==> config.mk <==
export PLATFORM = sky130hd
export DESIGN_NAME = vlmr_ctrl
export DESIGN_NICKNAME = d
export VERILOG_FILES = /design/src/hw/rtl/variable_length_message_ring_macros.svh /design/src/hw/rtl/vlmr_pkg.sv /design/src/hw/rtl/vlmr_ctrl.sv
export SDC_FILE = /design/constraint.sdc
export NUM_CORES = 1
export LEC_CHECK = 0
export BUFFER_PORTS_ARGS = -buffer_cell sky130_fd_sc_hd__buf_2
export CAP_MARGIN = 20
export CORE_AREA = 2 2 39 41
export CTS_CLUSTER_SIZE = 12
export DETAILED_ROUTE_END_ITERATION = 12
export DIE_AREA = 0 0 41 43
export PLACE_DENSITY_LB_ADDON = 0.1
export SETUP_SLACK_MARGIN = 0.5
export SLEW_MARGIN = 10
export SYNTH_ARGS = -nofsm -noshare
export SYNTH_HDL_FRONTEND = slang
export SYNTH_SLANG_ARGS = --single-unit
==> constraint.sdc <==
create_clock -name i_clk -period 2.4 [get_ports i_clk]
set_input_delay 0.36 -clock i_clk [delete_from_list [all_inputs] [get_ports i_clk]]
set_output_delay 0.36 -clock i_clk [all_outputs]
set_load 0.05 [all_outputs]
==> src/hw/rtl/variable_length_message_ring_macros.svh <==
// Assertion macros for the variable length message ring.
// Included by the top level; no other dependencies.
`ifndef VARIABLE_LENGTH_MESSAGE_RING_MACROS_SVH
`define VARIABLE_LENGTH_MESSAGE_RING_MACROS_SVH

// same-cycle implication
`define VLMR_ASSERT_IMP(lbl, clk, rst_n, ante, cons, msg) \
    lbl: assert property (@(posedge clk) disable iff (!rst_n) (ante) |-> (cons)) \
        else $error(msg);

// next-cycle implication
`define VLMR_ASSERT_NXT(lbl, clk, rst_n, ante, cons, msg) \
    lbl: assert property (@(posedge clk) disable iff (!rst_n) (ante) |=> (cons)) \
        else $error(msg);

`endif

==> src/hw/rtl/vlmr_pkg.sv <==
// Types and constants shared by the message ring controller, datapath and top.
// No dependencies.
`default_nettype none

package vlmr_pkg;

    localparam int DATA_W = 32;
    localparam int MSG_W  = 10;
    localparam int CAP_W  = 12;
    localparam int PAD_W  = 11;
    localparam int CNT_W  = 9;
    localparam int PEND_W = 7;

    localparam logic [DATA_W-1:0] HEADER_MARK = 32'h1234_4321;
    localparam logic [PEND_W-1:0] PENDING_MAX = 7'd127;
    localparam int                SLACK_WORDS = 4;
    localparam int                HEADER_WORDS = 2;

    typedef enum logic [1:0] {
        CMD_SEND_START = 2'd0,
        CMD_SEND_WORD  = 2'd1,
        CMD_RECV_START = 2'd2,
        CMD_RECV_WORD  = 2'd3
    } t_cmd;

    typedef enum logic [2:0] {
        ST_OK        = 3'd0,
        ST_DISABLED  = 3'd1,
        ST_FULL      = 3'd2,
        ST_EMPTY     = 3'd3,
        ST_TOO_SMALL = 3'd4,
        ST_SEQ_ERR   = 3'd5
    } t_status;

    typedef enum logic [2:0] {
        S_IDLE,
        S_EVAL,
        S_HDR1,
        S_RDHDR,
        S_RDDAT,
        S_OUT
    } t_state;

    typedef enum logic [2:0] {
        OP_NONE,
        OP_SEND_OPEN,
        OP_HDR1,
        OP_SEND_WORD,
        OP_RD_HDR,
        OP_RECV_OPEN,
        OP_RD_DATA,
        OP_RECV_WORD
    } t_dp_op;

    typedef enum logic [1:0] {
        PAD_NONE,
        PAD_SEND,
        PAD_RECV
    } t_pad_sel;

    typedef struct packed {
        logic     latch;
        t_dp_op   op;
        logic     out_load;
        t_status  out_status;
        t_pad_sel pad_sel;
    } t_dp_cmd;

    typedef struct packed {
        logic enable;
        t_cmd cmd;
        logic send_open;
        logic recv_open;
        logic pending_zero;
        logic send_refuse;
        logic cap_small;
    } t_dp_stat;

endpackage

`default_nettype wire

==> src/hw/rtl/vlmr_ctrl.sv <==
// Message ring controller: sequences one request through evaluate, store
// access and result hand-off. Depends on vlmr_pkg.
`default_nettype none

module vlmr_ctrl (
    input  wire logic               i_clk,
    input  wire logic               i_rst_n,
    input  wire logic               i_in_valid,
    input  wire logic               i_out_ready,
    input  wire vlmr_pkg::t_dp_stat i_stat,
    output logic                    o_in_ready,
    output logic                    o_out_valid,
    output vlmr_pkg::t_dp_cmd       o_cmd
);

    vlmr_pkg::t_state r_state;
    vlmr_pkg::t_state n_state;

    always_ff @(posedge i_clk) begin
        if (!i_rst_n) begin
            r_state <= vlmr_pkg::S_IDLE;
        end else begin
            r_state <= n_state;
        end
    end

    always_comb begin
        n_state          = r_state;
        o_in_ready       = 1'b0;
        o_out_valid      = 1'b0;
        o_cmd.latch      = 1'b0;
        o_cmd.op         = vlmr_pkg::OP_NONE;
        o_cmd.out_load   = 1'b0;
        o_cmd.out_status = vlmr_pkg::ST_OK;
        o_cmd.pad_sel    = vlmr_pkg::PAD_NONE;
        case (r_state)
            vlmr_pkg::S_IDLE: begin
                o_in_ready = 1'b1;
                if (i_in_valid) begin
                    o_cmd.latch = 1'b1;
                    n_state     = vlmr_pkg::S_EVAL;
                end
            end
            vlmr_pkg::S_EVAL: begin
                n_state = vlmr_pkg::S_OUT;
                if (!i_stat.enable) begin
                    o_cmd.out_load   = 1'b1;
                    o_cmd.out_status = vlmr_pkg::ST_DISABLED;
                end else begin
                    case (i_stat.cmd)
                        vlmr_pkg::CMD_SEND_START: begin
                            if (i_stat.send_open) begin
                                o_cmd.out_load   = 1'b1;
                                o_cmd.out_status = vlmr_pkg::ST_SEQ_ERR;
                            end else if (i_stat.send_refuse) begin
                                o_cmd.out_load   = 1'b1;
                                o_cmd.out_status = vlmr_pkg::ST_FULL;
                                o_cmd.pad_sel    = vlmr_pkg::PAD_SEND;
                            end else begin
                                o_cmd.op = vlmr_pkg::OP_SEND_OPEN;
                                n_state  = vlmr_pkg::S_HDR1;
                            end
                        end
                        vlmr_pkg::CMD_SEND_WORD: begin
                            o_cmd.out_load = 1'b1;
                            if (!i_stat.send_open) begin
                                o_cmd.out_status = vlmr_pkg::ST_SEQ_ERR;
                            end else begin
                                o_cmd.op = vlmr_pkg::OP_SEND_WORD;
                            end
                        end
                        vlmr_pkg::CMD_RECV_START: begin
                            if (i_stat.recv_open) begin
                                o_cmd.out_load   = 1'b1;
                                o_cmd.out_status = vlmr_pkg::ST_SEQ_ERR;
                            end else if (i_stat.pending_zero) begin
                                o_cmd.out_load   = 1'b1;
                                o_cmd.out_status = vlmr_pkg::ST_EMPTY;
                            end else begin
                                o_cmd.op = vlmr_pkg::OP_RD_HDR;
                                n_state  = vlmr_pkg::S_RDHDR;
                            end
                        end
                        vlmr_pkg::CMD_RECV_WORD: begin
                            if (!i_stat.recv_open) begin
                                o_cmd.out_load   = 1'b1;
                                o_cmd.out_status = vlmr_pkg::ST_SEQ_ERR;
                            end else begin
                                o_cmd.op = vlmr_pkg::OP_RD_DATA;
                                n_state  = vlmr_pkg::S_RDDAT;
                            end
                        end
                        default: begin
                            o_cmd.out_load   = 1'b1;
                            o_cmd.out_status = vlmr_pkg::ST_SEQ_ERR;
                        end
                    endcase
                end
            end
            vlmr_pkg::S_HDR1: begin
                o_cmd.op       = vlmr_pkg::OP_HDR1;
                o_cmd.out_load = 1'b1;
                o_cmd.pad_sel  = vlmr_pkg::PAD_SEND;
                n_state        = vlmr_pkg::S_OUT;
            end
            vlmr_pkg::S_RDHDR: begin
                o_cmd.out_load = 1'b1;
                o_cmd.pad_sel  = vlmr_pkg::PAD_RECV;
                if (i_stat.cap_small) begin
                    o_cmd.out_status = vlmr_pkg::ST_TOO_SMALL;
                end else begin
                    o_cmd.op = vlmr_pkg::OP_RECV_OPEN;
                end
                n_state = vlmr_pkg::S_OUT;
            end
            vlmr_pkg::S_RDDAT: begin
                o_cmd.op       = vlmr_pkg::OP_RECV_WORD;
                o_cmd.out_load = 1'b1;
                n_state        = vlmr_pkg::S_OUT;
            end
            vlmr_pkg::S_OUT: begin
                o_out_valid = 1'b1;
                if (i_out_ready) begin
                    n_state = vlmr_pkg::S_IDLE;
                end
            end
            default: begin
                n_state = vlmr_pkg::S_IDLE;
            end
        endcase
    end

endmodule

`default_nettype wire

==> flow_summary_export.csv <==
group,metric,value,unit
sta,fin_crit,1.87,ns
clocking,clkLatencyLatePin,0.23,ns
synthesis,postSynthCellCount,63,
placement,pre_cts_ws,0.249,ns
cells_and_area,syn_to_final_growth,62.2,%
sta,hold_viol_final,0,
synthesis,synth_ff_type,"dfxtp_1",
detailed_routing,vias_per_cell,5.30,
sta,setup-tns-final,0,ns
synthesis,yosysSeqAreaShare,12.9,%
synthesis,syn_area_per_cell,7.41,µm²
clocking,clock-root-buffer,"clkbuf_4",
placement,dpl.cell_count,97,
floorplan,initial_utilization,33.7,%
setup_path,path_max_fanout,2,
detailed_routing,drc_errors,0,
clocking,htreeDepth,1,
synthesis,synthArstFlopShare,0,%
setup_path,worstPathArrival,1.51,ns
placement,dpl.hpwl,960,µm
pwr,combPwrFrac,78.7,%
global_routing,use_met1,22.3,%
clocking,cts_tree,"done",
pwr,peakVddDrop,0.000462,V
global_routing,antenna_found_initial,0,
cells_and_area,drive_gt1_share,52.3,%
placement,placed_area,626,µm²
sta,rsz0062_at_grt,"yes",
placement,globalplace.congestion,0.769,
setup_path,worstSetupStartpointType,"input port",
setup_path,path_class,"input port to output port",
cells_and_area,final_net_count,101,
clocking,cts.sinks,3,
global_routing,grt_pass1_wl,2.05,mm
sta,maxSlewHeadroom,75.4,%
pwr,power.internal,0.380,mW
sta,fin_crit_sh,78.0,%
sta,fmax,534,MHz
cells_and_area,largest_reg_flops,3,
synthesis,synth_area,467,µm²
synthesis,synth_edf_count,0,
synthesis,synth_nets,75,
detailed_routing,firstDrtPassIters,4,
sta,setup_ws,0.528,ns
cells_and_area,fillCellCount,148,
synthesis,synth-seq-cells,3,
cells_and_area,largest_register,"r_state",
setup_path,path_cells,"buf_12, mux2i_4, mux2_4, a2111oi_4, buf_6",
pwr,powerDensity,1110,nW/µm²
detailed_routing,drt-initial-drc-count,4,
setup_path,critPathMaxStageDelay,0.33,ns
sta,slew_viol_final,0,
floorplan,dieHeight,43,µm
floorplan,rows,14,
flow_run,maxCapViolCount,0,
global_routing,top_usage_layer,"met2",
cells_and_area,final_cells,104,
global_routing,grt_pass1_vias,496,
sta,setup_violations,0,
global_routing,grt_usage,17.2,%
synthesis,ys_types,34,
global_routing,grt_use_met3,3.14,%
pwr,p_sw_share,54.9,%
placement,io_buffers,23,
pwr,clockPowerShare,10.2,%
worst_hold_path,hold_path_class,"input port to flop",
floorplan,die_area,1760,µm²
clocking,numCtsBuffers,3,
detailed_routing,antenna_left,0,
global_routing,overflow,0,
setup_path,critical_path_required,2.04,ns
setup_path,cp-end-kind,"output port",
detailed_routing,wire_per_inst,12.2,µm
synthesis,yosys_warnings,0,
floorplan,io_pins,24,
cells_and_area,top_regs,"r_state: 3 flops",
clocking,path_clk_slew,0.03,ns
detailed_routing,route.final.wire_length,1.27,mm
floorplan,core,1380,µm²
cells_and_area,finalInstanceArea,757,µm²
status,status,"completed",
pwr,netSwitchingPower,0.462,mW
global_routing,grt_max_degree,14,
pwr,pwr-share-seq,11.0,%
pwr,p_leak,0.326,nW
sta,skew,0.00202,ns
sta,worst_pin_slew,0.364,ns
detailed_routing,vias,551,
setup_path,slowest_stage,"mux2_4",
sta,whs,0.408,ns
floorplan,die_x,41,µm
clocking,cts.path.max_buffers,2,
global_routing,use_met2,26.3,%
cells_and_area,diodes,0,
==> final cells by class <==
class,instances,area (µm²),area share [%]
clock buffer,4,26.3,3.47
sequential,3,65.1,8.60
tap,16,20.0,2.64
multi-input combinational,50,440,58.2
inverter,4,15.0,1.98
timing repair buffer,27,190,25.1
==> cells in the final DEF, fill, tap and decap left out, types with 3 or more instances in the layout <==
master,Yosys,final
a21oi_1,4,4
nand3_1,3,3
nor3_1,4,3
nor2_1,8,8
buf_6,1,4
clkbuf_4,0,3
buf_4,0,6
nand2_1,3,3
buf_2,4,16
inv_1,4,4
==> synthesized netlist by cell type (all sizes together) (2+ instances only) <==
library cell	number	area [µm²]
o21ai	2	10.0
o2111ai	2	17.5
nand3	3	15.0
dfxtp	3	60.1
nor2	8	30.0
buf	5	31.3
inv	4	15.0
a21oi	4	20.0
o31ai	2	15.0
nand2	3	11.3
a32o	2	20.0
nor3	4	20.0
==> path summary, 6_finish.rpt <==
check	from	to	slack, ns	cells past startpoint
setup / recovery	i_stat[6]	o_cmd[2]	0.53	5
hold reg to reg	r_state[1]	r_state[0]	0.67	2
hold / removal	i_rst_n	r_state[0]	0.41	2
setup reg to reg	r_state[1]	r_state[2]	1.23	3
==> power by group through the flow <==
stage | Combinational, mW | Clock [mW] | Sequential (mW)
floorplan | 0.495 | 0 | 0.0688
global placement | 0.574 | 0 | 0.0925
detailed placement | 0.576 | 0 | 0.0922
CTS | 0.633 | 0.0917 | 0.0932
global route | 0.705 | 0.0981 | 0.0967
finish | 0.663 | 0.0861 | 0.0930
==> per-stage QoR <==
stage | utilization [%] | total power [mW]
2_1_floorplan | - | 0.564
3_3_place_gp | 45.2 | 0.667
3_5_place_dp | 45.2 | 0.668
4_1_cts | 52.5 | 0.817
5_1_grt | 54.7 | 0.899
6_report | 54.7 | 0.842
==> cell families (layout without fill, tap and decap cells) <==
| logic type | count (synthesis) | after routing | share of synthesized area (%) |
|---|---|---|---|
| DFF | 3 | 3 | 12.9 |
| muxes | 2 | 2 | 5.36 |
| and+or+nand+nor | 29 | 29 | 36.7 |
| AOI/OAI and AO/OA | 18 | 18 | 32.4 |
| buffers and inverters | 10 | 35 | 10.7 |
| xor gates and xnor gates | 1 | 1 | 1.88 |
==> worst max-delay path: cells and delay by family <==
kind / cells / cell delay, ns
muxes: 2 / 0.56
AOI/OAI and AO/OA: 1 / 0.31
buffers and inverters: 2 / 0.28
==> routing by layer <==
layer	up-vias	part of all wire [%]
met5	-	0
met4	0	0
met3	0	2.6
met2	10	52
met1	255	45
li1	286	-
==> timing repair <==
action | CTS | global route
pin swaps | 3 | 2
hold buffers | 0 | 0
setup buffers | 3 | 0
endpoints found under the setup margin | 8 | 4
gates resized for setup | 17 | 6
cloned | 0 | 0
(Power assumes the default switching activity.)
